$ cat config.mk
export PLATFORM = sky130hd
export DESIGN_NAME = uint32_decimal_ascii_writer
export DESIGN_NICKNAME = d
export VERILOG_FILES = /design/src/hw/rtl/udaw_pkg.sv /design/src/hw/rtl/uint32_decimal_ascii_writer.sv /design/src/hw/rtl/udaw_dabble_stage.sv /design/src/hw/rtl/udaw_serializer.sv
export SDC_FILE = /design/constraint.sdc
export NUM_CORES = 1
export LEC_CHECK = 0
export BUFFER_PORTS_ARGS = -buffer_cell sky130_fd_sc_hd__buf_4
export CORE_MARGIN = 2
export CORE_UTILIZATION = 65
export DETAILED_ROUTE_END_ITERATION = 6
export PLACE_DENSITY = 0.8
export SKIP_LAST_GASP = 1
export SYNTH_ARGS = -nofsm -noshare
export SYNTH_HDL_FRONTEND = slang
export SYNTH_SLANG_ARGS = --single-unit
$ cat constraint.sdc
create_clock -name clk_i -period 9.9 [get_ports clk_i]
set_input_delay 1.98 -clock clk_i [delete_from_list [all_inputs] [get_ports clk_i]]
set_output_delay 1.98 -clock clk_i [all_outputs]
set_load 0.01 [all_outputs]
$ cat src/hw/rtl/udaw_pkg.sv
// Shared types and constants for the decimal ASCII writer.
`timescale 1ns / 1ps

package udaw_pkg;

  // Conversion geometry: ten BCD digits, 32 binary bits in four stages
  localparam int unsigned NUM_DIGITS     = 10;
  localparam int unsigned VALUE_W        = 32;
  localparam int unsigned BCD_W          = 4 * NUM_DIGITS;
  localparam int unsigned NUM_STAGES     = 4;
  localparam int unsigned BITS_PER_STAGE = VALUE_W / NUM_STAGES;
  localparam int unsigned IDX_W          = 4;

  // Character codes
  localparam logic [5:0] CODE_ZERO  = 6'd48;
  localparam logic [5:0] CODE_COLON = 6'd58;

  // Payload of one conversion stage
  typedef struct packed {
    logic [BCD_W-1:0]   bcd;
    logic [VALUE_W-1:0] bin;
    logic               with_colon;
    logic [31:0]        start_position;
  } conv_t;

endpackage

$ cat src/hw/rtl/uint32_decimal_ascii_writer.sv
// A value passes the four conversion stages and then the serializer register
// before its first character shows. Throughput: one character per cycle while
// m_axis_tready is high; a value gives its digits and an optional colon (1 to 11
// characters), and the next value loads as the last character is taken.
// Reset (rst_ni low, asynchronous) empties every stage; no payload is cleared.
`timescale 1ns / 1ps

module uint32_decimal_ascii_writer (
  input  logic        clk_i,
  input  logic        rst_ni,
  input  logic        s_axis_tvalid,
  output logic        s_axis_tready,
  // [31:0] value, [32] with_colon, [64:33] start_position, [71:65] zero
  input  logic [71:0] s_axis_tdata,
  output logic        m_axis_tvalid,
  input  logic        m_axis_tready,
  // [5:0] char_code, [37:6] char_position, [39:38] zero
  output logic [39:0] m_axis_tdata,
  output logic        m_axis_tlast
);

  localparam int unsigned NS = udaw_pkg::NUM_STAGES;

  logic            valid [NS+1];
  logic            ready [NS+1];
  udaw_pkg::conv_t data  [NS+1];
  logic [5:0]      char_code;
  logic [31:0]     char_position;

  // Seed the conversion with an empty BCD word
  assign valid[0]            = s_axis_tvalid;
  assign s_axis_tready       = ready[0];
  assign data[0].bcd         = '0;
  assign data[0].bin         = s_axis_tdata[31:0];
  assign data[0].with_colon  = s_axis_tdata[32];
  assign data[0].start_position = s_axis_tdata[64:33];

  // Conversion pipeline
  for (genvar k = 0; k < NS; k++) begin : g_stage
    udaw_dabble_stage #(
      .STEPS(udaw_pkg::BITS_PER_STAGE)
    ) u_stage (
      .clk_i  (clk_i),
      .rst_ni (rst_ni),
      .valid_i(valid[k]),
      .ready_o(ready[k]),
      .data_i (data[k]),
      .valid_o(valid[k+1]),
      .ready_i(ready[k+1]),
      .data_o (data[k+1])
    );
  end

  // Character output
  udaw_serializer u_ser (
    .clk_i          (clk_i),
    .rst_ni         (rst_ni),
    .valid_i        (valid[NS]),
    .ready_o        (ready[NS]),
    .data_i         (data[NS]),
    .valid_o        (m_axis_tvalid),
    .ready_i        (m_axis_tready),
    .char_code_o    (char_code),
    .char_position_o(char_position),
    .last_char_o    (m_axis_tlast)
  );

  assign m_axis_tdata = {2'b00, char_position, char_code};

endmodule

$ cat src/hw/rtl/udaw_dabble_stage.sv
// One registered stage of the shift-and-add-3 binary to BCD conversion.
`timescale 1ns / 1ps

module udaw_dabble_stage #(
  parameter int unsigned STEPS = 8
) (
  input  logic            clk_i,
  input  logic            rst_ni,
  input  logic            valid_i,
  output logic            ready_o,
  input  udaw_pkg::conv_t data_i,
  output logic            valid_o,
  input  logic            ready_i,
  output udaw_pkg::conv_t data_o
);

  logic            valid_q, valid_d;
  udaw_pkg::conv_t data_q, data_d;

  // Run STEPS correct-then-shift iterations on the BCD and binary words
  function automatic udaw_pkg::conv_t dabble(udaw_pkg::conv_t c);
    udaw_pkg::conv_t               r;
    logic [udaw_pkg::BCD_W-1:0]    b;
    logic [udaw_pkg::VALUE_W-1:0]  n;
    r = c;
    b = c.bcd;
    n = c.bin;
    for (int s = 0; s < int'(STEPS); s++) begin
      for (int d = 0; d < int'(udaw_pkg::NUM_DIGITS); d++) begin
        if (b[d*4 +: 4] >= 4'd5) begin
          b[d*4 +: 4] = b[d*4 +: 4] + 4'd3;
        end
      end
      {b, n} = {b[udaw_pkg::BCD_W-2:0], n, 1'b0};
    end
    r.bcd = b;
    r.bin = n;
    return r;
  endfunction

  // Load when empty or when the next stage takes the held transaction
  assign ready_o = !valid_q || ready_i;

  always_comb begin
    valid_d = valid_q;
    data_d  = data_q;
    if (ready_o) begin
      valid_d = valid_i;
      if (valid_i) begin
        data_d = dabble(data_i);
      end
    end
  end

  always_ff @(posedge clk_i or negedge rst_ni) begin
    if (!rst_ni) begin
      valid_q <= 1'b0;
    end else begin
      valid_q <= valid_d;
    end
  end

  always_ff @(posedge clk_i) begin
    data_q <= data_d;
  end

  assign valid_o = valid_q;
  assign data_o  = data_q;

endmodule

$ cat src/hw/rtl/udaw_serializer.sv
// Character serializer: walks the BCD digits and an optional colon.
`timescale 1ns / 1ps

module udaw_serializer (
  input  logic            clk_i,
  input  logic            rst_ni,
  input  logic            valid_i,
  output logic            ready_o,
  input  udaw_pkg::conv_t data_i,
  output logic            valid_o,
  input  logic            ready_i,
  output logic [5:0]      char_code_o,
  output logic [31:0]     char_position_o,
  output logic            last_char_o
);

  logic                       busy_q, busy_d;
  logic [udaw_pkg::IDX_W-1:0] idx_q, idx_d;
  logic                       colon_phase_q, colon_phase_d;
  logic                       colon_q, colon_d;
  logic [udaw_pkg::BCD_W-1:0] bcd_q, bcd_d;
  logic [31:0]                pos_q, pos_d;
  logic [udaw_pkg::IDX_W-1:0] lead;
  logic [3:0]                 digit;
  logic                       take;

  // Find the most significant nonzero digit, zero if all are zero
  always_comb begin
    lead = '0;
    for (int d = 0; d < int'(udaw_pkg::NUM_DIGITS); d++) begin
      if (data_i.bcd[d*4 +: 4] != 4'd0) begin
        lead = udaw_pkg::IDX_W'(d);
      end
    end
  end

  // Present the current character
  assign digit           = bcd_q[{idx_q, 2'b00} +: 4];
  assign valid_o         = busy_q;
  assign last_char_o     = colon_phase_q || ((idx_q == '0) && !colon_q);
  assign char_code_o     = colon_phase_q ? udaw_pkg::CODE_COLON
                                         : udaw_pkg::CODE_ZERO + {2'b00, digit};
  assign char_position_o = pos_q;
  assign take            = busy_q && ready_i;
  assign ready_o         = !busy_q || (take && last_char_o);

  // Advance through the digits, then the colon, then load the next value
  always_comb begin
    busy_d        = busy_q;
    idx_d         = idx_q;
    colon_phase_d = colon_phase_q;
    colon_d       = colon_q;
    bcd_d         = bcd_q;
    pos_d         = pos_q;
    if (take) begin
      if (last_char_o) begin
        busy_d = 1'b0;
      end else if (idx_q == '0) begin
        colon_phase_d = 1'b1;
        pos_d         = pos_q + 32'd1;
      end else begin
        idx_d = idx_q - 1'b1;
        pos_d = pos_q + 32'd1;
      end
    end
    if (valid_i && ready_o) begin
      busy_d        = 1'b1;
      idx_d         = lead;
      colon_phase_d = 1'b0;
      colon_d       = data_i.with_colon;
      bcd_d         = data_i.bcd;
      pos_d         = data_i.start_position;
    end
  end

  always_ff @(posedge clk_i or negedge rst_ni) begin
    if (!rst_ni) begin
      busy_q        <= 1'b0;
      idx_q         <= '0;
      colon_phase_q <= 1'b0;
    end else begin
      busy_q        <= busy_d;
      idx_q         <= idx_d;
      colon_phase_q <= colon_phase_d;
    end
  end

  always_ff @(posedge clk_i) begin
    colon_q <= colon_d;
    bcd_q   <= bcd_d;
    pos_q   <= pos_d;
  end

endmodule

==> results of run 1 <==
-- synth_stat cells, types with 50 or more instances --
master | number | area [um^2]
mux2_2 | 64 | 721
nand2b_1 | 65 | 407
nor2_1 | 298 | 1120
xnor2_1 | 91 | 797
a21oi_1 | 245 | 1230
nand2_1 | 322 | 1210
edfxtp_1 | 355 | 10700
nand3_1 | 88 | 440
o21ai_0 | 255 | 1280
ha_1 | 145 | 1810
inv_1 | 214 | 803
mux2i_1 | 91 | 911
a211oi_1 | 59 | 443
clkbuf_1 | 64 | 240
nor3_1 | 92 | 460
o21ai_1 | 50 | 250
-- logic make-up (layout without fill, tap and decap cells) --
group,count (synthesis),in the layout
flops,365,365
mux,177,177
fa+ha+maj,154,154
simple gates,1152,1152
buf+inv,331,416
compound gates,1226,1226
other cells,2,4
xor+xnor,148,148
-- final cells by class --
type / count / area share [%]
multi-input combinational: 2861 / 57.0
sequential: 365 / 31.8
clock buffer: 47 / 3.05
inverter: 233 / 2.55
timing repair buffer: 113 / 2.47
tap: 622 / 2.26
clock inverter: 23 / 0.914
-- worst max-delay path, delay by kind of cell (launching register included) --
family | cells | cell delay, ns
compound gates | 13 | 2.78
flops | 1 | 0.61
simple gates | 7 | 1.61
xor+xnor | 1 | 0.44
buf+inv | 4 | 0.43
fa+ha+maj | 6 | 1.56
-- metal layers --
layer / vias to the layer above / share of wire (%) / track usage (%)
li1: 13600 / - / -
met3: 120 / 4.0 / 2.96
met2: 669 / 52 / 49.7
met1: 12900 / 42 / 30.5
met5: - / 0 / 0
met4: 0 / 1.9 / 7.14
-- stage by stage --
| step | hold slack (ns) | worst slack [ns] | instances |
|---|---|---|---|
| after CTS | 0.417 | 2.38 | 4264 |
| after global placement | 0.400 | 2.78 | 4194 |
| after global routing | 0.417 | 1.50 | 4264 |
| final | 0.414 | 2.23 | 4264 |
| after detailed placement | 0.405 | 2.41 | 4194 |
| after floorplan | 0.400 | 3.49 | 3557 |
-- final timing paths --
check                                                endpoint  slack (ns)                          start
worst max-delay path            g_stage[2].u_stage.data_o[75]        2.23  g_stage[1].u_stage.data_o[65]
worst min-delay path            g_stage[1].u_stage.data_o[24]        0.41  g_stage[0].u_stage.data_o[24]
min in group asynchronous                      u_ser.idx_q[1]        1.23                         rst_ni
worst min register to register  g_stage[1].u_stage.data_o[24]        0.41  g_stage[0].u_stage.data_o[24]
worst max register to register  g_stage[2].u_stage.data_o[75]        2.23  g_stage[1].u_stage.data_o[65]
max in group asynchronous                      u_ser.idx_q[2]        8.51                         rst_ni
-- sequential cells by signal, summed over array words and instances (netlist names) --
signal                   cells
u_ser.idx_q                  4
u_ser.char_position_o       32
u_ser.colon_q                1
u_ser.colon_phase_q          1
u_ser.valid_o                1
u_ser.bcd_q                 40
g_stage.u_stage.valid_o      4
g_stage.u_stage.data_o     282
==> impl_metrics.env, run 1 <==
export IMPL_yosysUniqueCellTypes=127
export IMPL_gp_congestion=0.869
export IMPL_vias=27300
export IMPL_chipHeight_um=225
export IMPL_antenna_left=0
export IMPL_cts_sinks=365
export IMPL_rsz0062_at_grt="no"
export IMPL_critical_path_required_ns=10.24
export IMPL_holdPathStages=0
export IMPL_syn_inst=3555
export IMPL_gr_total_overflow=0
export IMPL_hold_buffers=0
export IMPL_async_reset_ff_share_pct=2.74
export IMPL_clk_pin_slew_worst_paths_ns=0.07
export IMPL_worst_path_largest_cell_delay_ns=0.61
export IMPL_yosysSeqAreaShare_pct=34.3
export IMPL_clockRootBuffer="clkbuf_16"
export IMPL_slew_viol_final=0
export IMPL_wirelength_mm=68.2
export IMPL_run_status="finished clean"
export IMPL_synth_area_mux_share_pct=6.43
export IMPL_drc_errors=0
export IMPL_crit_type="reg -> reg"
export IMPL_cp_slowest_cell="edfxtp_1"
export IMPL_critPathCaptureType="flip-flop"
export IMPL_clock_latency_ns=0.58
export IMPL_port_buffers=107
export IMPL_post_cts_resized=0
export IMPL_first_pass_iters=6
export IMPL_diodes=0
export IMPL_synth_top_family_by_area="compound AO/OA/AOI/OAI gates"
export IMPL_tritoncts="done"
export IMPL_fin_crit_sh_pct=77.5
export IMPL_synth_adder_area_share_pct=5.99
export IMPL_ys_warn_count=0
export IMPL_cts_max_level=2
export IMPL_multi_input_area_um2=19600
export IMPL_core_um2=48600
export IMPL_first_global_vias=25600
export IMPL_slew_headroom_pct=20.7
export IMPL_max_cap_viol_count=0
export IMPL_mostFrequentLayoutCell="edfxtp_1"
export IMPL_start_kind="flip-flop"
export IMPL_fp_row_count=81
export IMPL_cts_buffers=40
export IMPL_io_pins=119
export IMPL_place_hpwl_mm=49.3
export IMPL_synth_edf_count=355
export IMPL_final_area_um2=34400
export IMPL_cpMostUsedCell="ha_1"
export IMPL_hold_path_class="reg -> reg"
export IMPL_worstPathArrival_ns=8.01
export IMPL_synthSimpleGateAreaFrac_pct=17.7
export IMPL_fmax_mhz=130
export IMPL_fillers=3576
export IMPL_grt_usage_pct=26.0
export IMPL_synth_compound_area_share_pct=26.8
export IMPL_seq_area_um2=10900
export IMPL_final_util_pct=70.6
export IMPL_nNetsFinal=3835
export IMPL_die_area_um2=50700
export IMPL_clockBufferDepth=3
export IMPL_clock_skew_ns=0.0267
export IMPL_wl_per_cell_um=16.0
export IMPL_rr_worst_depth=31
export IMPL_synth_ff_type="edfxtp_1"
export IMPL_synth_seq_cells=365
export IMPL_viasPerCell=6.40
export IMPL_syn_cell_area_um2=31800
export IMPL_tightest_slew_ns=1.18
export IMPL_layout_drive_gt1_share_pct=12.2
export IMPL_initial_utilization_pct=65.3
export IMPL_setup_viol=0
export IMPL_die_x_um=225
export IMPL_grt_max_degree=74
export IMPL_tns_ns=0
export IMPL_detail_route_iter0_violations=1944
export IMPL_grt_pass1_wl_mm=114
export IMPL_cts_setup_buffers=0
export IMPL_synthToLayoutAreaGrowth_pct=8.13
export IMPL_antenna_found_initial=0
export IMPL_synth_xor_area_share_pct=4.59
export IMPL_final_cell_mix="355 x edfxtp_1, 322 x nand2_1, 298 x nor2_1"
export IMPL_hold_violations=0
export IMPL_avgSynthCellArea_um2=8.94
export IMPL_placed_area_um2=33000
export IMPL_period_minus_slack_ns=7.67
export IMPL_critPathMaxFanout=17
Power of run 1 is left out: the tool's default activity adds up to more than one toggle a clock period on the data nets, which glitch-free logic cannot reach.
==> run 2, diff against run 1 <==
ABC_AREA = 1   (was not set)
CORE_UTILIZATION = 58   (was 65)
PLACE_DENSITY = 0.76   (was 0.8)
clock period = 6.7 ns   (was 9.9 ns; I/O delays follow)
==> run 2 against run 1 <==
  * Die area grew 0.56%
  * Maximum frequency grew 26%
  * Count of clock-buffer cells in the layout stayed put
  * Core utilization decreased by 6.0 points
  * Final cell count is 5.2% higher
  * First-iteration DRC count decreased by 46%
  * Register-to-register slack worse by 1.6 ns
  * Via count decreased by 16%
  * Flip-flop and latch count unchanged
  * Clock skew fell by 0.010 ns
  * Critical endpoint is now g_stage[1].u_stage.data_o[82]
==> impl_metrics.env, run 2 <==
export IMPL_detail_route_iter0_violations=1046
export IMPL_first_pass_iters=5
export IMPL_final_area_um2=31500
export IMPL_yosysUniqueCellTypes=61
export IMPL_viasPerCell=5.09
export IMPL_antenna_left=0
export IMPL_wirelength_mm=49.6
export IMPL_clock_latency_ns=0.56
export IMPL_gr_total_overflow=0
export IMPL_clock_skew_ns=0.0166
export IMPL_cts_sinks=365
export IMPL_wl_per_cell_um=11.1
export IMPL_final_util_pct=64.6
export IMPL_antenna_found_initial=0
export IMPL_fp_row_count=81
export IMPL_cts_max_level=2
export IMPL_place_hpwl_mm=38.0
export IMPL_synth_ff_type="edfxtp_1"
export IMPL_syn_inst=3643
export IMPL_clk_pin_slew_worst_paths_ns=0.06
export IMPL_async_reset_ff_share_pct=2.74
export IMPL_placed_area_um2=30200
export IMPL_grt_max_degree=95
export IMPL_hold_violations=0
export IMPL_start_kind="flip-flop"
export IMPL_syn_cell_area_um2=28500
export IMPL_final_cell_mix="1129 x nand2_1, 564 x inv_1, 355 x edfxtp_1"
export IMPL_seq_area_um2=10900
export IMPL_synth_most_common_cell="nand2_1"
export IMPL_slew_headroom_pct=28.6
export IMPL_max_cap_viol_count=0
export IMPL_crit_type="reg -> reg"
export IMPL_synth_seq_cells=365
export IMPL_port_buffers=107
export IMPL_synth_common_cells="1129 x nand2_1, 567 x inv_1, 355 x edfxtp_1"
export IMPL_worstPathArrival_ns=6.38
export IMPL_r2r_setup_slack_ns=0.61
export IMPL_io_pins=119
export IMPL_fin_crit_sh_pct=90.9
export IMPL_tightest_slew_ns=1.07
export IMPL_critPathCaptureType="flip-flop"
export IMPL_critPathMaxFanout=5
export IMPL_synth_edf_count=355
export IMPL_nNetsFinal=4011
export IMPL_fillers=4136
export IMPL_synth_area_top_cells="edfxtp_1 37%, nand2_1 15%, inv_1 7.5%, ha_1 6.4%, nand3_1 5.9%"
export IMPL_synthToLayoutAreaGrowth_pct=10.5
export IMPL_run_status="finished clean"
export IMPL_layout_drive_gt1_share_pct=17.4
export IMPL_yosysSeqAreaShare_pct=38.3
export IMPL_avgSynthCellArea_um2=7.83
export IMPL_clockRootBuffer="clkbuf_16"
export IMPL_mostFrequentLayoutCell="nand2_1"
export IMPL_fmax_mhz=164
export IMPL_slew_viol_final=0
export IMPL_vias=22800
export IMPL_cp_slowest_cell="edfxtp_1"
export IMPL_chipHeight_um=226
export IMPL_pre_cts_ws_ns=0.230
export IMPL_initial_utilization_pct=58.5
export IMPL_core_um2=48700
export IMPL_die_x_um=226
export IMPL_ys_warn_count=0
export IMPL_clockBufferDepth=3
export IMPL_gp_congestion=0.819
export IMPL_drc_errors=0
export IMPL_period_minus_slack_ns=6.09
export IMPL_largest_reg_flops=282
export IMPL_tritoncts="done"
export IMPL_worst_path_largest_cell_delay_ns=0.44
export IMPL_diodes=0
export IMPL_hold_path_class="reg -> reg"
export IMPL_grt_pass1_wl_mm=87.3
export IMPL_multi_input_area_um2=15300
export IMPL_cts_buffers=40
export IMPL_netlist_area_leader_share_pct=37.4
export IMPL_first_global_vias=21000
export IMPL_setup_ws_ns=0.610
export IMPL_critical_path_required_ns=6.99
export IMPL_tns_ns=0
export IMPL_yosys_area_top_type="edfxtp_1"
export IMPL_die_area_um2=51000
export IMPL_grt_usage_pct=19.8
export IMPL_cpMostUsedCell="nand2_1"
export IMPL_setup_viol=0
==> run 2: cell types whose count changed in the layout (fill, tap and decap cells not counted), sizes merged, moves of 89 or more <==
| cell | before | now |
|---|---|---|
| nand4 | 20 | 124 |
| xnor2 | 106 | 17 |
| nor2 | 304 | 81 |
| a21oi | 257 | 43 |
| nor3 | 98 | 9 |
| o21ai | 312 | 179 |
| inv | 233 | 608 |
| mux2i | 102 | 1 |
| nand2 | 322 | 1353 |
| nand3 | 93 | 437 |
==> run 2: path summary, 6_finish.rpt <==
| path | startpoint | end | cells after the start |
|---|---|---|---|
| min reg2reg | g_stage[0].u_stage.data_o[12] | g_stage[1].u_stage.data_o[12] | 0 |
| max reg2reg | g_stage[0].u_stage.data_o[69] | g_stage[1].u_stage.data_o[82] | 38 |
| min | g_stage[0].u_stage.data_o[12] | g_stage[1].u_stage.data_o[12] | 0 |
| max in group asynchronous | rst_ni | g_stage[1].u_stage.valid_o | 1 |
| max | g_stage[0].u_stage.data_o[69] | g_stage[1].u_stage.data_o[82] | 38 |
| min in group asynchronous | rst_ni | u_ser.idx_q[2] | 1 |
==> run 2: cell type report <==
class / instances / share of cell area [%]
Sequential cell: 365 / 34.6
Inverter: 609 / 7.26
Clock buffer: 47 / 3.26
Clock inverter: 25 / 0.699
Tap cell: 664 / 2.64
Multi-Input combinational cell: 2655 / 48.7
Timing Repair Buffer: 119 / 2.84
==> run 2: metrics by stage <==
step / cells / hold WS [ns]
2_1_floorplan: 3645 / 0.400
3_3_place_gp: 4407 / 0.400
3_5_place_dp: 4407 / 0.405
4_1_cts: 4479 / 0.414
5_1_grt: 4484 / 0.414
6_report: 4484 / 0.412
==> run 2: repair_timing <==
| item | in CTS | in global routing |
|---|---|---|
| buffers inserted | 0 | 5 |
| hold endpoints to repair | 0 | 0 |
| hold buffers | 0 | 0 |
| gates resized for setup | 0 | 12 |
| endpoints found under the setup margin | 0 | 13 |
==> run 2: routing by layer <==
metal | vias to the layer above | wire length [um] | global-route usage [%]
li1 | 12300 | - | -
met1 | 10200 | 22600 | 24.6
met2 | 262 | 24700 | 36.5
met3 | 61 | 1490 | 2.82
met4 | 0 | 818 | 4.14
met5 | - | 0 | 0
==> run 2: worst max-delay path, delay by kind of cell, from the launching register on <==
family                     cells  cell delay [ns]
and+or+nand+nor               16             2.01
adders and majority gates      6             1.18
AOI/OAI and AO/OA              5             0.79
xor gates and xnor gates       4             0.74
buffers and inverters          7             0.65
DFF                            1             0.44
==> run 2: cells by family (layout without fill, tap and decap cells) <==
logic type | count (synthesis) | after routing | synth area share, %
simple gates | 2091 | 2091 | 36.2
buf+inv | 625 | 800 | 8.28
flops | 365 | 365 | 38.3
compound gates | 317 | 317 | 7.23
fa+ha+maj | 145 | 145 | 6.36
xor+xnor | 97 | 97 | 3.60
other cells | 2 | 4 | 0.0263
mux | 1 | 1 | 0.0351
Power of run 2 is left out for the same reason.
